**config.mk**
```make
export PLATFORM = sky130hd
export DESIGN_NAME = fgcvt_ctrl
export DESIGN_NICKNAME = d
export VERILOG_FILES = /design/src/hdl/fgcvt_pkg.sv /design/src/hdl/fgcvt_ctrl.sv
export SDC_FILE = /design/constraint.sdc
export NUM_CORES = 1
export LEC_CHECK = 0
export ABC_AREA = 1
export BUFFER_PORTS_ARGS = -buffer_cell sky130_fd_sc_hd__clkbuf_2
export CORE_AREA = 5 5 42 44
export DETAILED_ROUTE_END_ITERATION = 10
export DIE_AREA = 0 0 47 49
export HOLD_SLACK_MARGIN = 0.03
export PLACE_DENSITY = 0.79
export SETUP_SLACK_MARGIN = 0.4
export SYNTH_ARGS = -nofsm -noshare
export SYNTH_HDL_FRONTEND = slang
export SYNTH_SLANG_ARGS = --single-unit
```
**constraint.sdc**
```tcl
create_clock -name clk -period 3.1 [get_ports clk]
set_input_delay 0.93 -clock clk [delete_from_list [all_inputs] [get_ports clk]]
set_output_delay 0.93 -clock clk [all_outputs]
set_load 0.01 [all_outputs]
```
**src/hdl/fgcvt_pkg.sv**
```systemverilog
// shared types and constants for the flash junk-sector victim table
// field widths, operation and zone-kind codes, controller/datapath bundles
// no dependencies
`default_nettype none

package fgcvt_pkg;

  // default sizing handed to the top level parameters
  localparam int NUM_ZONES_DEF  = 1024;
  localparam int COUNT_BITS_DEF = 16;

  // fixed payload widths
  localparam int MODE_W     = 3;
  localparam int ZONE_W     = 10;
  localparam int AMOUNT_W   = 16;
  localparam int VALUE_W    = 16;
  localparam int ACTIVE_W   = 11;
  localparam int MAXJ_W     = 16;
  localparam int PROD_W     = MAXJ_W + AMOUNT_W;
  localparam int CFG_IDX_W  = 4;
  localparam int CFG_DATA_W = 16;

  // register map
  localparam logic [CFG_IDX_W-1:0] REG_ACTIVE_ZONES = CFG_IDX_W'(0);
  localparam logic [CFG_IDX_W-1:0] REG_MAX_JUNK     = CFG_IDX_W'(1);
  localparam logic [ACTIVE_W-1:0]  ACTIVE_RST       = ACTIVE_W'(1024);
  localparam logic [MAXJ_W-1:0]    MAXJ_RST         = MAXJ_W'(32768);

  // zones above this many junk sectors are counted as heavy
  localparam logic [8:0] HEAVY_LIMIT = 9'(128 * 3);
  // percentage base of the force-recycle threshold
  localparam int PCT_BASE = 100;

  typedef enum logic [MODE_W-1:0] {
    MODE_ADD     = 3'd0,
    MODE_SET_CUR = 3'd1,
    MODE_SEARCH  = 3'd2,
    MODE_DELETE  = 3'd3,
    MODE_DROP    = 3'd4,
    MODE_COUNT   = 3'd5,
    MODE_FORCE   = 3'd6,
    MODE_READ    = 3'd7
  } mode_t;

  typedef enum logic [1:0] {
    KIND_NORMAL  = 2'd0,
    KIND_CURRENT = 2'd1,
    KIND_DROPPED = 2'd2
  } kind_t;

  // one datapath operation per cycle
  typedef enum logic [3:0] {
    OP_NOP,
    OP_CLEAR,
    OP_LOAD,
    OP_RD_ZONE,
    OP_ADD_WR,
    OP_KIND_OLD,
    OP_KIND_NEW,
    OP_ZAP,
    OP_SCAN_INIT,
    OP_SCAN,
    OP_FIN,
    OP_EMIT
  } dp_op_t;

  typedef struct packed {
    dp_op_t op;
  } dp_cmd_t;

  typedef struct packed {
    mode_t mode;
    logic  ok;
    logic  same_cur;
    logic  cur_valid;
    logic  lim_zero;
    logic  scan_last;
    logic  clear_last;
    logic  out_free;
  } dp_stat_t;

endpackage

`default_nettype wire

```
**src/hdl/fgcvt_ctrl.sv**
```systemverilog
// controller of the victim table: sequences clearing, updates and zone scans
// depends on fgcvt_pkg
`default_nettype none

module fgcvt_ctrl import fgcvt_pkg::*; (
  input  wire logic     clk,
  input  wire logic     rst_n,
  input  wire logic     in_valid,
  output logic          in_ready,
  input  wire dp_stat_t stat,
  output dp_cmd_t       cmd
);

  typedef enum logic [3:0] {
    S_CLEAR,
    S_IDLE,
    S_DEC,
    S_ADDWR,
    S_SETNEW,
    S_SCAN,
    S_TAIL,
    S_FIN,
    S_EMIT
  } state_t;

  state_t state_r, state_nxt;
  logic   in_rdy_r, in_rdy_nxt;

  // next state and datapath operation
  always_comb begin
    state_nxt  = state_r;
    in_rdy_nxt = in_rdy_r;
    cmd.op     = OP_NOP;
    unique case (state_r)
      S_CLEAR: begin
        cmd.op = OP_CLEAR;
        if (stat.clear_last) begin
          state_nxt  = S_IDLE;
          in_rdy_nxt = 1'b1;
        end
      end
      S_IDLE: begin
        if (in_valid && in_rdy_r) begin
          cmd.op     = OP_LOAD;
          state_nxt  = S_DEC;
          in_rdy_nxt = 1'b0;
        end
      end
      S_DEC: begin
        unique case (stat.mode)
          MODE_ADD: begin
            if (stat.ok) begin
              cmd.op    = OP_RD_ZONE;
              state_nxt = S_ADDWR;
            end else begin
              state_nxt = S_FIN;
            end
          end
          MODE_READ: begin
            if (stat.ok) begin
              cmd.op = OP_RD_ZONE;
            end
            state_nxt = S_FIN;
          end
          MODE_SET_CUR: begin
            if (!stat.ok || stat.same_cur) begin
              state_nxt = S_FIN;
            end else begin
              if (stat.cur_valid) begin
                cmd.op = OP_KIND_OLD;
              end
              state_nxt = S_SETNEW;
            end
          end
          MODE_DELETE, MODE_DROP: begin
            if (stat.ok) begin
              cmd.op = OP_ZAP;
            end
            state_nxt = S_FIN;
          end
          MODE_SEARCH, MODE_COUNT, MODE_FORCE: begin
            cmd.op    = OP_SCAN_INIT;
            state_nxt = stat.lim_zero ? S_FIN : S_SCAN;
          end
        endcase
      end
      S_ADDWR: begin
        cmd.op    = OP_ADD_WR;
        state_nxt = S_FIN;
      end
      S_SETNEW: begin
        cmd.op    = OP_KIND_NEW;
        state_nxt = S_FIN;
      end
      S_SCAN: begin
        cmd.op = OP_SCAN;
        if (stat.scan_last) begin
          state_nxt = S_TAIL;
        end
      end
      // last read data is folded in this cycle
      S_TAIL: begin
        state_nxt = S_FIN;
      end
      S_FIN: begin
        cmd.op    = OP_FIN;
        state_nxt = S_EMIT;
      end
      S_EMIT: begin
        cmd.op = OP_EMIT;
        if (stat.out_free) begin
          state_nxt  = S_IDLE;
          in_rdy_nxt = 1'b1;
        end
      end
      default: begin
        state_nxt  = S_IDLE;
        in_rdy_nxt = 1'b1;
      end
    endcase
  end

  // state and registered ready
  always_ff @(posedge clk) begin
    if (!rst_n) begin
      state_r  <= S_CLEAR;
      in_rdy_r <= 1'b0;
    end else begin
      state_r  <= state_nxt;
      in_rdy_r <= in_rdy_nxt;
    end
  end

  assign in_ready = in_rdy_r;

endmodule

`default_nettype wire
```
-- Word-level counts from Yosys, hierarchy flattened
Index checks and enable logic that the tools add are counted.
- register bits after elaboration: 5
- bits of input ports: 13
- eq/ne operators: 19
- multiplexer cells: 20
- bitwise gates (word level): 1
- reductions and logical operators: 13
- operator list (kind ; number):
    4-bit one-hot mux with 4 select lines ; 2
    4-bit one-hot mux with 8 select lines ; 1
    4-bit one-hot mux with 7 select lines ; 1
    4-bit by 3-bit == test with 1-bit output (second input constant) ; 4
    4-bit two-way mux ; 4
    3-bit == test (second input constant) ; 4
    3-bit two-way mux ; 4
    3-bit OR reduction ; 3
    4-bit by 2-bit == test with 1-bit output (second input constant) ; 2
    2-bit two-way mux ; 4
    2-bit != test (second input constant) ; 4
    4-bit AND reduction ; 2
    3-bit by 2-bit == test with 1-bit output (second input constant) ; 2
    6-bit OR reduction ; 1
    4-bit by 1-bit == test with 1-bit output (second input constant) ; 1
    4-bit == test (second input constant) ; 1
    4-bit logical NOT ; 1
    1-bit one-hot mux with 4 select lines ; 1
    2-bit OR reduction ; 2
    3-bit by 1-bit == test with 1-bit output (second input constant) ; 1
    3-bit logical NOT ; 1
    1-bit two-way mux ; 3
    1-bit logical AND ; 1
    1-bit logical NOT ; 1
    other kinds (2) ; 2

-- Logic depth before layout (Yosys ltp)
- word-level depth: 5
- gate-level depth with buffers: 9
- depth with buffers taken out: 9

-- Worst setup path before layout
No wires, ideal clock.
- kind: input -> output
- from: input stat[7] (netlist name)
- to: output cmd[1] (netlist name)
- data arrival time: 1521 ps
- data required time: 2170 ps
- slack: 649 ps
- stages: 7
- cells stage by stage: nor2_1 o21ai_0 nand2_1 nand2_1 nand2_1 nand2_1 nand2_1
- RTL lines (element ; line ; RTL):
    start: declaration ; fgcvt_ctrl.sv:10 ; input wire dp_stat_t stat,
    end: declaration ; fgcvt_ctrl.sv:11 ; output dp_cmd_t cmd

==> flow_metrics.tcl <==
set metrics [dict create \
    syn_to_final_growth_pct 36.44 \
    vias 693 \
    r2r_start "state_r[1]$_SDFFE_PN0P_" \
    critical_path_arrival_ns 1.72 \
    synth_commonest_cells "nand2_1 (33), inv_1 (17), nor2_1 (11)" \
    grt_max_degree 9 \
    whs_path_depth 2 \
    core_area_um2 1401 \
    track_usage_pct 14.28 \
    setup_viol 0 \
    hold_viol 0 \
    setup_tns_ns 0 \
    dr.pass1.iters 4 \
    rsz0062_at_grt "true" \
    yosysMostFrequentCell "nand2_1" \
    cts_sinks 5 \
    grt_first_pass_wirelength_um 2504 \
    routed_via_density 4.747 \
    die_area_um2 2303 \
    power_leakage_nw 0.4558 \
    r2r-end "state_r[1]$_SDFFE_PN0P_" \
    status "finished, final reports clean" \
    critical_path_class "in -> out" \
    antenna_cells 0 \
    drt_iter0_markers 6 \
    ys_seq_area_share_pct 16.95 \
    initial_core_util_pct 42.14 \
    crit_path_start_kind "primary input" \
    synth_ff_type "dfxtp_1" \
    async_reset_ff_share_pct 0 \
    clock_path_buffers 2 \
    syn_area_per_cell_um2 5.571 \
    drv_cap 0 \
    rows 14 \
    synthCells 106 \
    holdBufCountCts 0 \
    root_buffer "clkbuf_4" \
    maxSlewHeadroom_pct 77.20 \
    drc 0 \
    synth_area_um2 590.6 \
    synth_nets 119 \
    hold_start "in_ready$_SDFFE_PN0P_" \
    period_needed_ns 2.647 \
    yosysTopAreaCell "nand2_1" \
    worstRegToRegCells 6 \
    boundaryPins 18 \
    finClkSkew_ns 0.0008067 \
    power_density_nw_per_um2 353.8 \
    drt-total-wl_um 1520 \
    fmax_ghz 0.3778 \
    ant_nets 0 \
    p_total_mw 0.2851 \
    die_width_um 47 \
    hpwl_um 1170 \
    synth.distinct_cells 23 \
    crit_fanout 4 \
    antenna_found_initial 0 \
    grt_overflow_total 0 \
    rrSetupSlack_ns 1.89 \
    peakVddDrop_mv 0.2859 \
    cts_buffers 3 \
    io_buffers 17 \
    final_max_slew_viol_count 0 \
    netlist.area_leader.share_pct 20.97 \
    required_ns 2.17 \
    synthTopCellsByArea "nand2_1 (21%), dfxtp_1 (17%), inv_1 (11%), nand3_1 (7.6%), nor2_1 (7.0%)" \
    htree_num_levels 1 \
    clkTransAtPathRegs_ns 0.04 \
    final_nets 144 \
    globalplace.congestion 0.8370 \
    min_period_over_period_pct 85.39 \
    die_h_um 49 \
    synth_warnings 0 \
    clock_latency_ns 0.24 \
    cp-end-kind "primary output" \
    drive_gt1_share_pct 38.46 \
    synth-seq-cells 5 \
    synth_edf_count 0 \
    holdPathEnd "in_ready$_SDFFE_PN0P_" \
    grt_pass1_vias 653 \
    wl_per_cell_um 10.41 \
    cts_tree "yes" \
    tightest_slew_ns 0.3394 \
    hold_class "reg -> reg" \
]
## critical path, stage by stage
cell	delay [ns]
buf_4	0.13
nor3_2	0.19
nand3_1	0.13
nand2_1	0.09
nand2_1	0.05
nand3b_1	0.07
buf_2	0.13
## layout make-up
cell class	instances	area [um^2]
multi-input cells	79	439.2
inverters	21	81.33
flip-flops and latches	5	100.1
clock buffers	4	26.28
repair buffers	21	138.9
fillers	142	595.6
well taps	16	20.02
## cell families after synthesis
family	synth area share (%)
compound gates	10.59
buf+inv	15.25
flops	16.95
simple gates	57.20
## how the worst max path moves through the flow
| stage | end | startpoint | slack [ns] | cells past startpoint |
|---|---|---|---|---|
| 3_3_place_gp | cmd[0] | stat[9] | 0.38 | 9 |
| 2_1_floorplan | cmd[1] | stat[7] | 0.65 | 7 |
| 3_5_place_dp | cmd[1] | stat[9] | 0.33 | 9 |
| 6_report | cmd[2] | stat[9] | 0.45 | 7 |
| 4_1_cts | cmd[1] | stat[8] | 0.39 | 11 |
| 5_1_grt | cmd[1] | stat[8] | 0.34 | 9 |
## metal layers
metal  share of wire, %  vias up  track usage, %
met5                  0        -               0
met3                5.3        0           4.797
met1                 41      302           16.41
met2                 53       14           25.34
met4                  0        0           1.382
li1                   -      377               -
## flip-flops by register name, indices dropped and copies added, names as in the netlist
| name | cells |
|---|---|
| in_ready | 1 |
| state_r | 4 |
## power breakdown
part           internal [mW]  leakage (nW)  switching, mW
sequential            0.0715        0.0410         0.0114
clock                 0.0486        0.0150         0.0263
combinational         0.0536         0.400         0.0737
## metrics by stage
stage | instances | util (%) | area, um^2 | hold WS, ns | worst slack (ns)
finish | 146 | 57.50 | 805.8 | 0.5495 | 0.4528
global route | 146 | 57.50 | 805.8 | 0.5718 | 0.3400
CTS | 145 | 54.29 | 760.7 | 0.5442 | 0.3910
detailed placement | 138 | 48.84 | 684.4 | 0.5310 | 0.3285
global placement | 138 | 48.84 | 684.4 | 0.5158 | 0.3754
floorplan | 106 | - | 590.6 | 0.5263 | 0.6490
## cells in the final DEF (no fill, tap or decap)
cell / instances
nand3_1: 9
o21ai_1: 2
clkbuf_1: 1
nor3_1: 2
inv_4: 1
nor3_2: 2
nor2_4: 4
a31oi_1: 1
nor3b_2: 1
buf_12: 1
nand4_1: 1
inv_1: 14
a21oi_1: 3
clkbuf_4: 3
buf_6: 1
buf_4: 5
o21ai_0: 2
inv_2: 6
buf_2: 2
nand2_1: 29
nand3b_1: 1
o21ai_2: 2
o31ai_1: 1
nor2_2: 1
clkbuf_2: 12
nor2_1: 9
nand3_2: 3
nand2_2: 4
dfxtp_1: 5
nand2_4: 2
## timing repair
item / in CTS / in global routing
gates resized for setup: 10 / 18
endpoints found under the setup margin: 3 / 3
gates cloned: 0 / 0
pin swaps: 2 / 7
buffers inserted: 3 / 1
Note: power is estimated with default switching activity, not from simulation.
